`src/hdl/cleb_pkg.sv`:
```
package cleb_pkg;

    // Default ring size
    localparam int RING_DEPTH_DEF = 128;

    // Field widths of the beats on both channels
    localparam int CHAR_W  = 8;
    localparam int KIND_W  = 3;
    localparam int COUNT_W = 8;

    // Keystroke codes
    localparam logic [CHAR_W-1:0] KEY_NUL  = 8'h00;
    localparam logic [CHAR_W-1:0] KEY_EOF  = 8'h04;
    localparam logic [CHAR_W-1:0] KEY_BS   = 8'h08;
    localparam logic [CHAR_W-1:0] KEY_LF   = 8'h0a;
    localparam logic [CHAR_W-1:0] KEY_CR   = 8'h0d;
    localparam logic [CHAR_W-1:0] KEY_DUMP = 8'h10;
    localparam logic [CHAR_W-1:0] KEY_KILL = 8'h15;
    localparam logic [CHAR_W-1:0] KEY_DEL  = 8'h7f;

    // Operation codes
    localparam logic OP_KEY  = 1'b0;
    localparam logic OP_READ = 1'b1;

    // Result kinds
    typedef enum logic [KIND_W-1:0] {
        KIND_NONE     = 3'd0,
        KIND_ECHO     = 3'd1,
        KIND_ECHO_EOF = 3'd2,
        KIND_ERASE    = 3'd3,
        KIND_DATA     = 3'd4,
        KIND_EMPTY    = 3'd5,
        KIND_EOF      = 3'd6
    } kind_t;

endpackage

```
`src/hdl/cleb_ifs.sv`:
```
// Request channel: one keystroke or one read per beat
interface cleb_req_if;
    import cleb_pkg::*;

    logic              valid;
    logic              ready;
    logic              operation;
    logic [CHAR_W-1:0] key_char;
    logic              first_of_read;

    modport source (output valid, output operation, output key_char,
                    output first_of_read, input ready);
    modport sink   (input valid, input operation, input key_char,
                    input first_of_read, output ready);
endinterface

// Response channel: one result per request beat
interface cleb_rsp_if;
    import cleb_pkg::*;

    logic               valid;
    logic               ready;
    logic [KIND_W-1:0]  kind;
    logic [CHAR_W-1:0]  char_value;
    logic [COUNT_W-1:0] erase_count;
    logic               line_ready;
    logic               end_of_line;

    modport source (output valid, output kind, output char_value, output erase_count,
                    output line_ready, output end_of_line, input ready);
    modport sink   (input valid, input kind, input char_value, input erase_count,
                    input line_ready, input end_of_line, output ready);
endinterface

```
`src/hdl/console_line_edit_buffer.sv`:
```
// Cooked-mode console input ring. Each request beat is a keystroke or a single-character
// read and yields exactly one response beat. The first step of an item takes the
// beat and reads the ring memory at the read pointer, the second edits or pops, writes the
// keystroke back into the ring, moves the pointers and loads the response register. The
// response register holds while the sink stalls and the next request is still taken; a
// second finished item waits for the register to drain. The ring memory needs no clearing
// after reset: only committed entries, which were written, are ever read.
module console_line_edit_buffer #(
    parameter int RING_DEPTH = cleb_pkg::RING_DEPTH_DEF
) (
    input  logic        clk,
    input  logic        rst_n,
    cleb_req_if.sink    req,
    cleb_rsp_if.source  rsp
);
    import cleb_pkg::*;

    localparam int AW = $clog2(RING_DEPTH);

    logic              wr_en;
    logic [AW-1:0]     wr_addr;
    logic [CHAR_W-1:0] wr_data;
    logic              rd_en;
    logic [AW-1:0]     rd_addr;
    logic [CHAR_W-1:0] rd_data;

    cleb_ctrl #(
        .RING_DEPTH (RING_DEPTH),
        .AW         (AW)
    ) u_ctrl (
        .clk     (clk),
        .rst_n   (rst_n),
        .req     (req),
        .rsp     (rsp),
        .wr_en   (wr_en),
        .wr_addr (wr_addr),
        .wr_data (wr_data),
        .rd_en   (rd_en),
        .rd_addr (rd_addr),
        .rd_data (rd_data)
    );

    cleb_ring_mem #(
        .RING_DEPTH (RING_DEPTH),
        .AW         (AW)
    ) u_ring_mem (
        .clk     (clk),
        .wr_en   (wr_en),
        .wr_addr (wr_addr),
        .wr_data (wr_data),
        .rd_en   (rd_en),
        .rd_addr (rd_addr),
        .rd_data (rd_data)
    );

endmodule

```
`src/hdl/cleb_ring_mem.sv`:
```
module cleb_ring_mem #(
    parameter int RING_DEPTH = cleb_pkg::RING_DEPTH_DEF,
    parameter int AW         = $clog2(RING_DEPTH)
) (
    input  logic                      clk,
    input  logic                      wr_en,
    input  logic [AW-1:0]             wr_addr,
    input  logic [cleb_pkg::CHAR_W-1:0] wr_data,
    input  logic                      rd_en,
    input  logic [AW-1:0]             rd_addr,
    output logic [cleb_pkg::CHAR_W-1:0] rd_data
);
    import cleb_pkg::*;

    logic [CHAR_W-1:0] store_mem [RING_DEPTH];
    logic [CHAR_W-1:0] rd_data_reg;

    // Write one character into the ring
    always_ff @(posedge clk)
    begin
        if (wr_en)
        begin
            store_mem[wr_addr] <= wr_data;
        end
    end

    // Registered read, held until the next read
    always_ff @(posedge clk)
    begin
        if (rd_en)
        begin
            rd_data_reg <= store_mem[rd_addr];
        end
    end

    assign rd_data = rd_data_reg;

endmodule

```
`src/hdl/cleb_ctrl.sv`:
```
module cleb_ctrl #(
    parameter int RING_DEPTH = cleb_pkg::RING_DEPTH_DEF,
    parameter int AW         = $clog2(RING_DEPTH)
) (
    input  logic                        clk,
    input  logic                        rst_n,
    cleb_req_if.sink                    req,
    cleb_rsp_if.source                  rsp,
    output logic                        wr_en,
    output logic [AW-1:0]               wr_addr,
    output logic [cleb_pkg::CHAR_W-1:0] wr_data,
    output logic                        rd_en,
    output logic [AW-1:0]               rd_addr,
    input  logic [cleb_pkg::CHAR_W-1:0] rd_data
);
    import cleb_pkg::*;

    // Pointers count modulo twice the depth so a full ring differs from an empty one
    localparam int PW = AW + 1;
    localparam logic [PW-1:0] DEPTH_P   = PW'(RING_DEPTH);
    localparam logic [PW-1:0] SPAN_M1_P = PW'(2 * RING_DEPTH - 1);
    localparam logic [PW:0]   SPAN_X    = (PW + 1)'(2 * RING_DEPTH);

    typedef enum logic [1:0] {
        S_IDLE,
        S_WORK
    } state_t;

    function automatic logic [PW-1:0] ptr_inc(input logic [PW-1:0] p);
        return (p == SPAN_M1_P) ? '0 : p + PW'(1);
    endfunction

    function automatic logic [PW-1:0] ptr_dec(input logic [PW-1:0] p);
        return (p == '0) ? SPAN_M1_P : p - PW'(1);
    endfunction

    function automatic logic [PW-1:0] ptr_diff(input logic [PW-1:0] a,
                                               input logic [PW-1:0] b);
        logic [PW:0] s;
        if (a >= b)
        begin
            s = {1'b0, a} - {1'b0, b};
        end
        else
        begin
            s = {1'b0, a} + SPAN_X - {1'b0, b};
        end
        return s[PW-1:0];
    endfunction

    function automatic logic [AW-1:0] slot(input logic [PW-1:0] p);
        logic [PW-1:0] s;
        s = (p >= DEPTH_P) ? p - DEPTH_P : p;
        return s[AW-1:0];
    endfunction

    state_t             state_reg, state_next;
    logic [PW-1:0]      read_ptr_reg, read_ptr_next;
    logic [PW-1:0]      commit_ptr_reg, commit_ptr_next;
    logic [PW-1:0]      edit_ptr_reg, edit_ptr_next;
    logic               op_reg;
    logic [CHAR_W-1:0]  key_reg;
    logic               first_reg;

    logic               out_valid_reg, out_valid_next;
    kind_t              kind_reg, kind_next;
    logic [CHAR_W-1:0]  char_reg, char_next;
    logic [COUNT_W-1:0] count_reg, count_next;
    logic               line_ready_reg, line_ready_next;
    logic               eol_reg, eol_next;

    logic               accept;
    logic               fire;
    logic [PW-1:0]      span_used;
    logic [PW-1:0]      kill_count;
    logic [PW-1:0]      edit_inc;
    logic [CHAR_W-1:0]  stored_char;

    assign req.ready = (state_reg == S_IDLE);
    assign accept    = req.valid && req.ready;
    assign fire      = (state_reg == S_WORK) && (!out_valid_reg || rsp.ready);

    // Fetch the character at the read pointer as the beat is taken
    assign rd_en   = accept;
    assign rd_addr = slot(read_ptr_reg);

    assign span_used   = ptr_diff(edit_ptr_reg, read_ptr_reg);
    assign kill_count  = ptr_diff(edit_ptr_reg, commit_ptr_reg);
    assign edit_inc    = ptr_inc(edit_ptr_reg);
    assign stored_char = (key_reg == KEY_CR) ? KEY_LF : key_reg;

    assign wr_addr = slot(edit_ptr_reg);
    assign wr_data = stored_char;

    // Edit the line or pop a character, and form the result
    always_comb
    begin
        kind_next       = KIND_NONE;
        char_next       = '0;
        count_next      = '0;
        line_ready_next = 1'b0;
        eol_next        = 1'b0;
        read_ptr_next   = read_ptr_reg;
        commit_ptr_next = commit_ptr_reg;
        edit_ptr_next   = edit_ptr_reg;
        wr_en           = 1'b0;

        if (op_reg == OP_KEY)
        begin
            case (key_reg)
                KEY_DUMP:
                begin
                    kind_next = KIND_NONE;
                end
                KEY_KILL:
                begin
                    if (kill_count != '0)
                    begin
                        kind_next     = KIND_ERASE;
                        count_next    = COUNT_W'(kill_count);
                        edit_ptr_next = commit_ptr_reg;
                    end
                end
                KEY_BS, KEY_DEL:
                begin
                    if (edit_ptr_reg != commit_ptr_reg)
                    begin
                        kind_next     = KIND_ERASE;
                        count_next    = COUNT_W'(1);
                        edit_ptr_next = ptr_dec(edit_ptr_reg);
                    end
                end
                default:
                begin
                    if (key_reg != KEY_NUL && key_reg != KEY_LF && span_used < DEPTH_P)
                    begin
                        wr_en         = fire;
                        edit_ptr_next = edit_inc;
                        kind_next     = (stored_char == KEY_EOF) ? KIND_ECHO_EOF : KIND_ECHO;
                        char_next     = stored_char;
                        if (stored_char == KEY_LF || stored_char == KEY_EOF ||
                            ptr_diff(edit_inc, read_ptr_reg) == DEPTH_P)
                        begin
                            commit_ptr_next = edit_inc;
                            line_ready_next = 1'b1;
                        end
                    end
                end
            endcase
        end
        else
        begin
            if (read_ptr_reg == commit_ptr_reg)
            begin
                kind_next = KIND_EMPTY;
            end
            else if (rd_data == KEY_EOF)
            begin
                // Leave a Ctrl-D in place unless the read has just begun
                kind_next = KIND_EOF;
                if (first_reg)
                begin
                    read_ptr_next = ptr_inc(read_ptr_reg);
                end
            end
            else
            begin
                kind_next     = KIND_DATA;
                char_next     = rd_data;
                eol_next      = (rd_data == KEY_LF);
                read_ptr_next = ptr_inc(read_ptr_reg);
            end
        end
    end

    // Sequence the two steps of each beat
    always_comb
    begin
        state_next     = state_reg;
        out_valid_next = out_valid_reg && !rsp.ready;
        case (state_reg)
            S_IDLE:
            begin
                if (accept)
                begin
                    state_next = S_WORK;
                end
            end
            S_WORK:
            begin
                if (fire)
                begin
                    state_next     = S_IDLE;
                    out_valid_next = 1'b1;
                end
            end
            default:
            begin
                state_next = S_IDLE;
            end
        endcase
    end

    // Hold state, pointers, the accepted beat and the result register
    always_ff @(posedge clk or negedge rst_n)
    begin
        if (!rst_n)
        begin
            state_reg      <= S_IDLE;
            read_ptr_reg   <= '0;
            commit_ptr_reg <= '0;
            edit_ptr_reg   <= '0;
            op_reg         <= OP_KEY;
            key_reg        <= '0;
            first_reg      <= 1'b0;
            out_valid_reg  <= 1'b0;
            kind_reg       <= KIND_NONE;
            char_reg       <= '0;
            count_reg      <= '0;
            line_ready_reg <= 1'b0;
            eol_reg        <= 1'b0;
        end
        else
        begin
            state_reg     <= state_next;
            out_valid_reg <= out_valid_next;
            if (accept)
            begin
                op_reg    <= req.operation;
                key_reg   <= req.key_char;
                first_reg <= req.first_of_read;
            end
            if (fire)
            begin
                read_ptr_reg   <= read_ptr_next;
                commit_ptr_reg <= commit_ptr_next;
                edit_ptr_reg   <= edit_ptr_next;
                kind_reg       <= kind_next;
                char_reg       <= char_next;
                count_reg      <= count_next;
                line_ready_reg <= line_ready_next;
                eol_reg        <= eol_next;
            end
        end
    end

    assign rsp.valid       = out_valid_reg;
    assign rsp.kind        = kind_reg;
    assign rsp.char_value  = char_reg;
    assign rsp.erase_count = count_reg;
    assign rsp.line_ready  = line_ready_reg;
    assign rsp.end_of_line = eol_reg;

endmodule
```
`src/flat_wrapper.sv`:
```
// flat-port wrapper written by rule: the top's interface ports become plain ports
module console_line_edit_buffer_flat import cleb_pkg::*;
#(
    parameter int RING_DEPTH = cleb_pkg::RING_DEPTH_DEF
)
  (clk, rst_n, req_valid, req_operation, req_key_char, req_first_of_read, req_ready, rsp_valid, rsp_kind, rsp_char_value, rsp_erase_count, rsp_line_ready, rsp_end_of_line, rsp_ready);
  cleb_req_if req_i ();
  cleb_rsp_if rsp_i ();
  input  logic clk;
  input  logic rst_n;
  input wire logic [$bits(req_i.valid)-1:0] req_valid;
  input wire logic [$bits(req_i.operation)-1:0] req_operation;
  input wire logic [$bits(req_i.key_char)-1:0] req_key_char;
  input wire logic [$bits(req_i.first_of_read)-1:0] req_first_of_read;
  output wire logic [$bits(req_i.ready)-1:0] req_ready;
  output wire logic [$bits(rsp_i.valid)-1:0] rsp_valid;
  output wire logic [$bits(rsp_i.kind)-1:0] rsp_kind;
  output wire logic [$bits(rsp_i.char_value)-1:0] rsp_char_value;
  output wire logic [$bits(rsp_i.erase_count)-1:0] rsp_erase_count;
  output wire logic [$bits(rsp_i.line_ready)-1:0] rsp_line_ready;
  output wire logic [$bits(rsp_i.end_of_line)-1:0] rsp_end_of_line;
  input wire logic [$bits(rsp_i.ready)-1:0] rsp_ready;
  assign req_i.valid = req_valid;
  assign req_i.operation = req_operation;
  assign req_i.key_char = req_key_char;
  assign req_i.first_of_read = req_first_of_read;
  assign req_ready = req_i.ready;
  assign rsp_valid = rsp_i.valid;
  assign rsp_kind = rsp_i.kind;
  assign rsp_char_value = rsp_i.char_value;
  assign rsp_erase_count = rsp_i.erase_count;
  assign rsp_line_ready = rsp_i.line_ready;
  assign rsp_end_of_line = rsp_i.end_of_line;
  assign rsp_i.ready = rsp_ready;
  console_line_edit_buffer #(.RING_DEPTH(RING_DEPTH)) u_core (.clk(clk), .rst_n(rst_n), .req(req_i), .rsp(rsp_i));
endmodule
```
`config.mk`:
```
export PLATFORM = sky130hd
export DESIGN_NAME = console_line_edit_buffer_flat
export DESIGN_NICKNAME = d
export VERILOG_FILES = /design/src/hdl/cleb_pkg.sv /design/src/hdl/cleb_ifs.sv /design/src/hdl/console_line_edit_buffer.sv /design/src/hdl/cleb_ring_mem.sv /design/src/hdl/cleb_ctrl.sv /design/src/flat_wrapper.sv
export SDC_FILE = /design/constraint.sdc
export NUM_CORES = 1
export LEC_CHECK = 0
export ABC_AREA = 1
export BUFFER_PORTS_ARGS = -buffer_cell sky130_fd_sc_hd__buf_2
export CAP_MARGIN = 20
export CORE_MARGIN = 4
export CORE_UTILIZATION = 45
export CTS_CLUSTER_DIAMETER = 200
export DETAILED_ROUTE_END_ITERATION = 10
export GPL_TIMING_DRIVEN = 1
export PLACE_DENSITY = 0.64
export SLEW_MARGIN = 25
export SYNTH_ARGS = -nofsm -noshare
export SYNTH_HDL_FRONTEND = slang
export SYNTH_HIERARCHICAL = 1
export SYNTH_SLANG_ARGS = --single-unit
```
`constraint.sdc`:
```
create_clock -name clk -period 12.82 [get_ports clk]
set_clock_uncertainty 0.05 [all_clocks]
set_input_delay 0.641 -clock clk [delete_from_list [all_inputs] [get_ports clk]]
set_output_delay 0.641 -clock clk [all_outputs]
set_load 0.1 [all_outputs]
```
==> flow_metrics.tcl <==
set metrics [dict create \
    outcome "finished clean" \
    critPathBufInv 2 \
    post-dp-hpwl_um 71520 \
    tritoncts_clock_tree "yes" \
    cp_data_required_time_ns 13.08 \
    synth_seq_cells 1089 \
    crit_share_post_route_pct 43.45 \
    floorplan.initialDensity_pct 45.51 \
    ctsHtreeMaxLevel 3 \
    pin_count 37 \
    synth_compound_gate_area_share_pct 0.8772 \
    finish.net_count 4152 \
    multiInputGateArea_um2 12200 \
    setup-tns-final_ns 0 \
    post_drt_wl_per_cell_um 22.17 \
    rsz0062_at_grt "no" \
    worst_setup_path_endpoint "u_core/u_ring_mem/store_mem[41][6]" \
    synth_async_sr_flop_share_pct 5.234 \
    post_synthesis_cell_type_count 43 \
    achievable-frequency_mhz 179.5 \
    io_buffers 36 \
    slew_violations 0 \
    nFillCells 9019 \
    worstSetupPathDepth 11 \
    vias_per_cell 5.641 \
    detail_route.drc_violations 0 \
    hold_violations 0 \
    die_width_um 329.5 \
    power_frac_comb_pct 35.5 \
    max-slew-margin-rel_pct 24.15 \
    route.antenna.remaining_nets 0 \
    post_synth_fa_ha_maj_area_fraction_pct 0.7319 \
    critical_path.reg2reg.startpoint "u_core/u_ctrl/key_reg[6]" \
    setup.reg_to_reg.worst_slack_ns 7.25 \
    dr.first_iter.drc_count 3873 \
    synth-edff-count 1032 \
    p_clk_share_pct 25.9 \
    worstSetupPathType "flop to flop" \
    finalSetupViolCount 0 \
    grt_max_degree 304 \
    first_global_vias 29471 \
    die_h_um 329.5 \
    critPathLaunchType "flop" \
    worstHoldPathType "input pin to async pin" \
    synth.net_count 4232 \
    ir_drop_mv 0.2703 \
    antenna_found_initial 5 \
    cp_slowest_stage_delay_ns 1.06 \
    worst_r2r_path_depth 11 \
    total_number_of_placement_rows 117 \
    timing.critical_path.max_delay_family "simple AND/OR/NAND/NOR gates" \
    core_area_um2 102200 \
    internal-power_mw 7.347 \
    post_synthesis_simple_gate_area_fraction_pct 24.21 \
    layoutNonFillerInstCount 5571 \
    post_cts_resized 0 \
    worstSetupStartpoint "u_core/u_ctrl/key_reg[6]" \
    grt_first_pass_wirelength_um 183800 \
    later_pin_clock_latency_in_the_skew_report_ns 0.70 \
    dr_total_vias 31428 \
    dp.cells 5371 \
    dominantRegCellSynth "edfxtp_1" \
    worst-path-max-fanout 67 \
    drive_gt1_share_pct 6.500 \
    wl_um 123500 \
    synth_xor_xnor_area_share_pct 0.3390 \
    clock_tree.buffer_depth 3 \
    dominant_combinational_cell_family_by_area_after_synthesis "simple AND/OR/NAND/NOR gates" \
    syn-mean-instance-area_um2 11.09 \
    cts.sinks 1089 \
    post_synth_instance_area_um2 46500 \
    first_pass_iters 6 \
    cts.reportedPaths.clkPinSlew_ns 0.07 \
    p_leak_nw 18.53 \
    routability_driven_placement_congestion_ratio 0.8767 \
    synth_seq_area_share_pct 69.71 \
    cts_made_buffers 107 \
    post_cts_hold_buffer_count 0 \
    largest_register "u_core/u_ring_mem/store_mem" \
    ys.warnings.count 6 \
    worstSetupEndpointType "flop" \
    root_buffer "clkbuf_16" \
    post-cts-setup-buffer-count 0 \
    critical_path.cell_chain "inv_1 > nand2_1 > nor3_2 > nand2_1 > nand2_1 > nor2_1 > nand2_1 > nor3_4 > buf_4 > nand2_1 > nor2_1" \
    power.switching_mw 4.948 \
    power_per_cell_area_nw_per_um2 241.7 \
    switching_share_pct 40.25 \
    timing.max_cap.violations 0 \
    largest_reg_flops 1024 \
    syn_inst 4192 \
    power_frac_seq_pct 38.6 \
    final.min_clock_period_ns 5.571 \
    synth.area.mux_share_pct 0 \
    globalRoute.totalOverflow 0 \
    cpMostUsedCell "nand2_1" \
    slowest_stage "dfrtp_4" \
    cp.arrival_ns 5.83 \
    worst_r2r_endpoint "u_core/u_ring_mem/store_mem[41][6]" \
    syn2layout_area_growth_pct 9.383 \
    ff_latch_area_um2 32450 \
    overall_fraction_of_global_route_tracks_in_use_pct 22.40 \
    max_slew.worst_pin.slew_ns 1.138 \
    die-area_um2 108500 \
]
==> power by group through the flow <==
stage	sequential [mW]	combinational (mW)	clock, mW
5_1_grt	4.77	4.73	3.39
3_3_place_gp	4.82	4.26	0
3_5_place_dp	4.82	4.29	0
6_report	4.75	4.37	3.18
4_1_cts	4.75	4.30	3.24
2_1_floorplan	4.75	2.97	0
==> logic make-up (layout without fill, tap and decap cells) <==
family / Yosys count / count (layout)
adders and majority gates: 26 / 26
xor gates and xnor gates: 18 / 18
and+or+nand+nor: 2629 / 2629
buffers and inverters: 363 / 371
other: 0 / 3
DFF: 1089 / 1089
AOI/OAI and AO/OA: 67 / 67
==> layer usage <==
| layer | wire length (um) | share of wire, % | GRT usage [%] |
|---|---|---|---|
| met1 | 52690 | 43 | 32.26 |
| met2 | 56260 | 46 | 34.60 |
| met3 | 10830 | 8.8 | 3.996 |
| met4 | 3690 | 3.0 | 7.578 |
| met5 | 39 | 0.032 | 0 |
==> cell usage after synthesis, types with 2 or more instances <==
library cell	instances	area share [%]
nor3_1	17	0.18
nor3_2	2	0.043
ha_1	24	0.65
inv_2	4	0.032
nand2_2	3	0.040
inv_1	95	0.77
xnor2_1	6	0.11
nand4_1	13	0.17
edfxtp_1	1032	67
dfrtp_1	57	3.1
o211ai_1	3	0.048
nor2_2	2	0.027
fa_1	2	0.086
a21oi_1	17	0.18
a22oi_1	4	0.065
nand3_1	985	11
buf_2	124	1.3
clkbuf_1	45	0.36
nor2_1	177	1.4
a32o_1	5	0.11
or2_2	2	0.027
nand2_1	1415	11
buf_1	14	0.11
nand3b_1	7	0.11
o21ai_0	29	0.31
buf_4	55	0.89
buf_6	25	0.61
xor2_1	12	0.23
o21a_1	2	0.032
==> worst min path at each step <==
stage | to | slack [ns] | depth (start not counted)
after floorplan | u_core/u_ctrl/commit_ptr_reg[0] | 0.30 | 0
after global placement | u_core/u_ctrl/rsp.kind[2] | 0.41 | 2
after detailed placement | u_core/u_ctrl/rsp.line_ready | 0.41 | 2
after CTS | u_core/u_ctrl/commit_ptr_reg[3] | 0.05 | 2
after global routing | u_core/u_ctrl/commit_ptr_reg[3] | 0.11 | 2
final | u_core/u_ctrl/commit_ptr_reg[3] | 0.06 | 2
==> stage by stage <==
stage / cell area (um^2) / utilization (%) / hold WS (ns) / power [mW] / setup slack (ns)
after floorplan: 46500 / - / 0.2954 / 7.719 / 7.810
after global placement: 47260 / 46.25 / 0.4103 / 9.083 / 7.261
after detailed placement: 47260 / 46.25 / 0.4105 / 9.107 / 7.243
after CTS: 50830 / 49.75 / 0.04897 / 12.28 / 7.247
after global routing: 50860 / 49.77 / 0.1111 / 12.89 / 6.958
final: 50860 / 49.78 / 0.06035 / 12.30 / 7.249
==> placed cells by master, fill, tap and decap left out, drive strengths merged, types with 12 or more instances in the layout <==
master and instances:
a21oi 18, nand4 13, clkbuf 126, o21ai 31
dfrtp 57, nand2 1419, nand3 987, nor2 179
xor2 12, nor3 20, buf 74, edfxtp 1032
inv 103, bufinv 14, clkinv 47, ha 24
==> final cells by class <==
type	count	share of cell area, %
Clock buffer	126	5.446
Inverter	100	0.8192
Sequential cell	1089	63.80
Antenna cell	3	0.01476
Tap cell	1368	3.365
Clock inverter	71	1.582
Multi-Input combinational cell	2740	23.98
Timing Repair Buffer	74	0.9963
Note: power is estimated with default switching activity, not from simulation.
